`src/hdl/rlc_pkg.sv`:
```
// Shared types, constants and fixed-point helpers for the replace-mode layer compositor.
// Used by rlc_regs, replace_layer_composite_top and the testbench; depends on nothing else.
`default_nettype none

package rlc_pkg;

  localparam int CHANNEL_BITS = 16;
  localparam int FIELD_BITS   = 16;
  localparam int PROD_BITS    = 2 * CHANNEL_BITS;
  localparam int EXT_BITS     = (CHANNEL_BITS > FIELD_BITS) ? CHANNEL_BITS : FIELD_BITS;
  localparam int DIV_FIRST    = 6;
  localparam int PIPE_STAGES  = CHANNEL_BITS + 7;
  localparam int ADDR_BITS    = 4;
  localparam int DATA_BITS    = 32;

  typedef logic [CHANNEL_BITS-1:0] ch_t;
  typedef logic [PROD_BITS-1:0]    prod_t;

  localparam ch_t CH_ONE  = '1;
  localparam ch_t CH_HALF = CH_ONE >> 1;

  typedef enum logic [1:0] {
    MODE_UNION,
    MODE_CLIP_BACKDROP,
    MODE_CLIP_LAYER,
    MODE_INTERSECT
  } mode_t;

  localparam logic [1:0] REG_OPACITY = 2'd0;
  localparam logic [1:0] REG_MODE    = 2'd1;
  localparam logic [1:0] REG_MASK_EN = 2'd2;

  typedef struct packed {
    logic [FIELD_BITS-1:0] opacity;
    mode_t                 mode;
    logic                  mask_en;
  } cfg_t;

  typedef struct packed {
    logic [FIELD_BITS-1:0] backdrop_red;
    logic [FIELD_BITS-1:0] backdrop_green;
    logic [FIELD_BITS-1:0] backdrop_blue;
    logic [FIELD_BITS-1:0] backdrop_alpha;
    logic [FIELD_BITS-1:0] layer_red;
    logic [FIELD_BITS-1:0] layer_green;
    logic [FIELD_BITS-1:0] layer_blue;
    logic [FIELD_BITS-1:0] layer_alpha;
    logic [FIELD_BITS-1:0] mask_value;
    logic                  pixel_last;
  } pix_in_t;

  typedef struct packed {
    logic [FIELD_BITS-1:0] out_red;
    logic [FIELD_BITS-1:0] out_green;
    logic [FIELD_BITS-1:0] out_blue;
    logic [FIELD_BITS-1:0] out_alpha;
    logic                  result_last;
  } pix_out_t;

  typedef struct packed {
    logic [3:0][CHANNEL_BITS-1:0] bd;
    logic [3:0][CHANNEL_BITS-1:0] ly;
    ch_t                          mask;
    logic                         last;
    ch_t                          op;
    prod_t                        prod;
    prod_t                        nprod;
    ch_t                          na;
    ch_t                          low;
    logic [CHANNEL_BITS:0]        rem;
    ch_t                          quo;
    logic                         qsat;
    logic [2:0][PROD_BITS-1:0]    cprod;
  } pipe_t;

  function automatic ch_t sat_ch(input logic [FIELD_BITS-1:0] v);
    logic [EXT_BITS-1:0] e;
    e = EXT_BITS'(v);
    if (e > EXT_BITS'(CH_ONE)) return CH_ONE;
    return CHANNEL_BITS'(e);
  endfunction

  function automatic logic [FIELD_BITS-1:0] to_field(input ch_t c);
    logic [EXT_BITS-1:0] e;
    e = EXT_BITS'(c);
    return e[FIELD_BITS-1:0];
  endfunction

  function automatic prod_t mul_half(input ch_t a, input ch_t b);
    return prod_t'(a) * prod_t'(b) + prod_t'(CH_HALF);
  endfunction

  // Division by CH_ONE = 2^N - 1: p = q0*2^N + lo = q0*CH_ONE + (q0 + lo).
  function automatic ch_t fx_round(input prod_t p);
    ch_t                   q0;
    logic [CHANNEL_BITS:0] r;
    q0 = p[PROD_BITS-1:CHANNEL_BITS];
    r  = {1'b0, p[CHANNEL_BITS-1:0]} + {1'b0, q0};
    return q0 + CHANNEL_BITS'(r >= {1'b0, CH_ONE});
  endfunction

  function automatic ch_t abs_diff(input ch_t a, input ch_t b);
    return (a >= b) ? a - b : b - a;
  endfunction

endpackage

`default_nettype wire

```
`src/hdl/rlc_regs.sv`:
```
// Configuration registers of the compositor behind an APB-style port.
// Depends on rlc_pkg for the register indexes and the configuration struct.
`default_nettype none

module rlc_regs (
  input  wire logic                           clk,
  input  wire logic                           rst,
  input  wire logic                           psel,
  input  wire logic                           penable,
  input  wire logic                           pwrite,
  input  wire logic [rlc_pkg::ADDR_BITS-1:0]  paddr,
  input  wire logic [rlc_pkg::DATA_BITS-1:0]  pwdata,
  output logic      [rlc_pkg::DATA_BITS-1:0]  prdata,
  output logic                                pready,
  output rlc_pkg::cfg_t                       cfg
);
  import rlc_pkg::*;

  logic [1:0] index;
  logic       wr;

  assign index  = paddr[ADDR_BITS-1:2];
  assign pready = 1'b1;
  assign wr     = psel && penable && pwrite && pready;

  always_ff @(posedge clk) begin
    if (rst) begin
      cfg.opacity <= FIELD_BITS'(CH_ONE);
      cfg.mode    <= MODE_UNION;
      cfg.mask_en <= 1'b0;
    end else if (wr) begin
      unique case (index)
        REG_OPACITY: cfg.opacity <= pwdata[FIELD_BITS-1:0];
        REG_MODE:    cfg.mode    <= mode_t'(pwdata[1:0]);
        REG_MASK_EN: cfg.mask_en <= pwdata[0];
        default: ;
      endcase
    end
  end

  always_comb begin
    unique case (index)
      REG_OPACITY: prdata = DATA_BITS'(cfg.opacity);
      REG_MODE:    prdata = DATA_BITS'(cfg.mode);
      REG_MASK_EN: prdata = DATA_BITS'(cfg.mask_en);
      default:     prdata = '0;
    endcase
  end

endmodule

`default_nettype wire

```
`config.mk`:
```
export PLATFORM = sky130hd
export DESIGN_NAME = rlc_regs
export DESIGN_NICKNAME = d
export VERILOG_FILES = /design/src/hdl/rlc_pkg.sv /design/src/hdl/rlc_regs.sv
export SDC_FILE = /design/constraint.sdc
export NUM_CORES = 1
export LEC_CHECK = 0
export BUFFER_PORTS_ARGS = -buffer_cell sky130_fd_sc_hd__clkbuf_2
export CAP_MARGIN = 10
export CORE_MARGIN = 2
export CORE_UTILIZATION = 42
export CTS_BUF_LIST = sky130_fd_sc_hd__clkbuf_4
export DETAILED_ROUTE_END_ITERATION = 8
export GPL_ROUTABILITY_DRIVEN = 0
export HOLD_SLACK_MARGIN = 0.06
export PLACE_DENSITY = 0.87
export SYNTH_ARGS = -nofsm -noshare
export SYNTH_HDL_FRONTEND = slang
export SYNTH_SLANG_ARGS = --single-unit
```
`constraint.sdc`:
```
create_clock -name clk -period 2.15 [get_ports clk]
set_input_delay 0.1075 -clock clk [delete_from_list [all_inputs] [get_ports clk]]
set_output_delay 0.1075 -clock clk [all_outputs]
set_load 0.03 [all_outputs]
```
==> Word level (Yosys, flattened, before mapping) <==
Index checks and enable logic that the tools add are counted.
{ "op_classes": {"n_eq_ne": 2, "mux": 1, "reduce_logical": 6} }
{ "ops": {"columns": ["cell", "n"], "rows": [
  ["one-hot mux 16 bit (3 select lines)", 1],
  ["AND reduction 2 bit", 3],
  ["== test 2 x 1 -> 1 bit (second input constant)", 1],
  ["== test 2 bit (second input constant)", 1],
  ["logical AND 1 bit", 2],
  ["zero test 2 bit", 1]
]} }
{ "word_totals": {"regBits": 19, "inputBits": 41, "out_inout_bits": 52, "wordCells": 12} }

==> Longest topological paths before layout <==
{ "depth": {"ltp_word": 3, "depth_mapped": 4, "mapped_depth_nobuf": 3} }

==> Worst setup path after synthesis <==
No wires, ideal clock.
{ "synth_timing": {"kind": "register to output", "startpoint": "register cfg[1] in the netlist's numbering", "endpoint": "output port prdata[0] in the netlist's numbering", "t_arrival_ns": 1.312, "t_required_ns": 2.043, "slack_ns": 0.731, "stages_incl_launch_ff": 3, "path_buffers": 0, "cell_sequence": "dfxtp_1 -> mux2i_1 -> o21ai_0"} }
{ "synth_via": {"elab_chain_cells": 1} }
{ "synth_rtl": {"columns": ["item", "line_no", "source"], "rows": [
  ["from (decl)", "rlc_regs.sv:15", "output rlc_pkg::cfg_t cfg"],
  ["one-hot mux 16 bit (3 select lines)", "rlc_regs.sv:42", "unique case (index)"],
  ["to (decl)", "rlc_regs.sv:13", "output logic [rlc_pkg::DATA_BITS-1:0] prdata,"]
]} }
Every way passes these cells.

==> Worst setup path after layout <==
{ "layout_timing": {"startpoint": "input port paddr[3] in the netlist's numbering", "endpoint": "output port prdata[3] in the netlist's numbering"} }
{ "layout_via": {"elab_chain_cells": 2, "elab_cells_between_ends": 4, "cone_classes": "eq/ne (2); mux (1); reduce/logical (1)"} }
{ "layout_rtl": {"columns": ["item", "line_no", "source"], "rows": [
  ["from (decl)", "rlc_regs.sv:11", "input wire logic [rlc_pkg::ADDR_BITS-1:0] paddr,"],
  ["== test 2 bit, or another cell as far along", "rlc_regs.sv:42", null],
  ["one-hot mux 16 bit (3 select lines) (*)", "rlc_regs.sv:42", null]
]} }
Every way passes the cells marked *; elsewhere a longest branch is shown, timed or not.

==> impl_metrics.json <==
{
  "fill_cells": 263,
  "cts_resized": 0,
  "fin_nets": 223,
  "top_usage_layer": "met2",
  "cp_top_family": "buffers and inverters",
  "synth_top_family_by_area": "simple AND/OR/NAND/NOR gates",
  "critPathRequiredTime_ns": 2.04,
  "coreArea_um2": 2450,
  "fp.dieH_um": 54.9,
  "synth-xor-area-share": 0,
  "yosys_warnings": 0,
  "tightest_slew_ns": 0.639,
  "final_hold_viol_count": 0,
  "avgRoutedWirePerCell_um": 10.2,
  "initial_core_util": 0.442,
  "synthMuxAreaShare": 0.194,
  "htreeDepth": 1,
  "grtUsageMet1": 0.148,
  "grt_pass1_wl_um": 3020,
  "slew_headroom": 0.574,
  "post-place-ws_ns": 0.839,
  "dpl.cell_count": 206,
  "fin_crit_sh": 0.607,
  "gr-usage-met2": 0.264,
  "n_antenna_cell": 0,
  "drt_first_pass_iters": 4,
  "overflow": 0,
  "drcViolationCount": 0,
  "r2r-start": "cfg[0]",
  "seq_power_share": 0.497,
  "port-buffer-count": 57,
  "grt_pass1_vias": 758,
  "viasPerCell": 4.47,
  "fin_skew_ns": 0,
  "final.setup.tns_ns": 0,
  "drv_slew": 0,
  "path_max_fanout": 9,
  "crit_path_start_kind": "input port",
  "root_buffer": "clkbuf_4",
  "syn_area_per_cell_um2": 8.62,
  "peakVddDrop_v": 0.000275,
  "vias": 944,
  "r2r-end": "cfg[0]",
  "cts.clk_slew.worst_paths_ns": 0.10,
  "critPathBufInv": 3,
  "hpwlAfterDp_um": 1690,
  "ios": 93,
  "crit_type": "in2out",
  "track_usage": 0.142,
  "netSwitchingFraction": 0.318,
  "dieArea_um2": 3010,
  "cts_tree": "built",
  "combPwrFrac": 0.248,
  "regMostFlops": "cfg",
  "worst_slack_ns": 0.845,
  "drt_iter0_drc": 4,
  "reg2reg_depth": 2,
  "use_met3": 0.0355,
  "hp-start": "pwdata[10]",
  "clock_sinks": 19,
  "r2r_slack_ns": 1.49,
  "path_depth": 5,
  "synth_compound_area_frac": 0.00461,
  "synth_top_cell_by_area": "dfxtp_1",
  "crit_path_end_kind": "output port",
  "synth-simple-area-share": 0.280,
  "cts_made_buffers": 3,
  "grt_max_degree": 38,
  "synthAdderAreaFrac": 0,
  "min_to": "cfg[13]",
  "grt_setup_unrepaired": "false",
  "outcome": "finished, final reports clean",
  "fp-row-count": 18,
  "ys_seq_elements": 19,
  "top_regs": "cfg x19",
  "setup_viol": 0,
  "syn_area_um2": 1090,
  "drv_cap": 0,
  "worstPathArrival_ns": 1.20,
  "hold_path_class": "in2reg",
  "finalPower_uw": 723,
  "synth_top_cell_area_share": 0.350,
  "crit_top_cell": "clkbuf_2",
  "internal_power_uw": 493,
  "ys_types": 18,
  "post-cts-setup-buffers": 0,
  "clockBufferDepth": 2,
  "die_w_um": 54.9,
  "clock_latency_ns": 0.28,
  "power.switching_uw": 230,
  "seq_area_frac_synth": 0.350,
  "ant_nets": 0,
  "fin_crit_ns": 1.31,
  "synth_area_leaders": "dfxtp_1 35%, mux2i_1 19%, buf_4 12%",
  "final_cells": 211,
  "grt_antenna_before_repair": 0,
  "final_util": 0.546,
  "worst_hold_path.num_cells": 3,
  "largest_reg_flops": 19,
  "fmaxAchievable_mhz": 766,
  "p_leak_nw": 0.641,
  "p_per_area_nw_per_um2": 539,
  "crit_path_cell_trace": "clkbuf_2 > nor2_1 > buf_4 > and2_1 > clkbuf_2",
  "drive_gt1_frac": 0.370,
  "p_clk_frac": 0.254,
  "wl_um": 2150,
  "syn2layout_area_growth_pct": 23.5,
  "crit_path_top_delay_cell": "nor2_1",
  "slowest_delay_ns": 0.39,
  "synthCells": 126
}
[Yosys cell counts, drive strengths merged]
cell type	n
and2	14
nor3b	1
nand3	1
nor3	1
and2b	1
nand2	1
mux2i	21
clkbuf	4
buf	20
nand4	1
o21ai	1
dfxtp	19
conb	2
nand2b	5
nor2	34
[placed cells by master (no fill, tap or decap), drive strengths merged]
cell	synthesis	routed
and2b	1	1
nand2b	5	5
conb	2	17
nand2	1	1
dlygate4sd3	0	1
mux2i	21	21
dfxtp	19	19
o21ai	1	1
and2	14	14
clkbuf	4	61
nor3	1	1
buf	20	2
nand3	1	1
nor3b	1	1
nand4	1	1
nor2	34	34
[how the worst max path moves through the flow]
stage | endpoint | startpoint | slack (ns)
2_1_floorplan | prdata[0] | cfg[1] | 0.73
3_3_place_gp | prdata[12] | paddr[3] | 0.83
3_5_place_dp | prdata[12] | paddr[3] | 0.84
4_1_cts | prdata[4] | paddr[3] | 0.83
5_1_grt | prdata[4] | paddr[2] | 0.74
6_report | prdata[3] | paddr[3] | 0.84
[power by group through the flow]
stage                     registers (mW)  logic [mW]  clock network [mW]
after floorplan                    0.377       0.147                   0
after global placement             0.368       0.177                   0
after detailed placement           0.368       0.179                   0
after CTS                          0.360       0.180               0.194
after global routing               0.361       0.196               0.214
final                              0.360       0.180               0.184
[timing repair]
item / CTS / global route
setup endpoints to repair: 0 / 0
endpoints found under the hold margin: 0 / 1
hold buffers: 0 / 1
[worst reg2reg max path, stage by stage, from the launching register on]
cell and delay, ns:
dfxtp_1 0.38, nand2b_1 0.07, mux2i_1 0.14
[area by class of cell]
class | count | area (um^2) | share of cell area
clock buffer | 4 | 30.0 | 0.0224
multi-input combinational | 98 | 583 | 0.435
sequential | 19 | 380 | 0.284
tap | 30 | 37.5 | 0.0280
timing repair buffer | 60 | 310 | 0.231
[through the flow]
step | instance area (um^2) | hold WS, ns
2_1_floorplan | 1140 | 0.262
4_1_cts | 1330 | 0.0661
6_report | 1340 | 0.0730
3_3_place_gp | 1300 | 0.362
3_5_place_dp | 1300 | 0.370
5_1_grt | 1340 | 0.0648
[kinds of logic (layout without fill, tap and decap cells)]
| family | count (synthesis) | in the layout |
|---|---|---|
| AND/OR/NAND/NOR | 59 | 59 |
| AO/OA/AOI/OAI | 1 | 1 |
| other | 2 | 17 |
| buffers and inverters | 24 | 64 |
| flip-flops | 19 | 19 |
| multiplexers | 21 | 21 |
[routing by layer]
layer  part of all wire  vias up
met5                  0        -
met4             0.0060        0
met2               0.51       39
met3              0.080        2
met1               0.40      426
li1                   -      477
No activity file was read; power rests on OpenSTA's default activity.
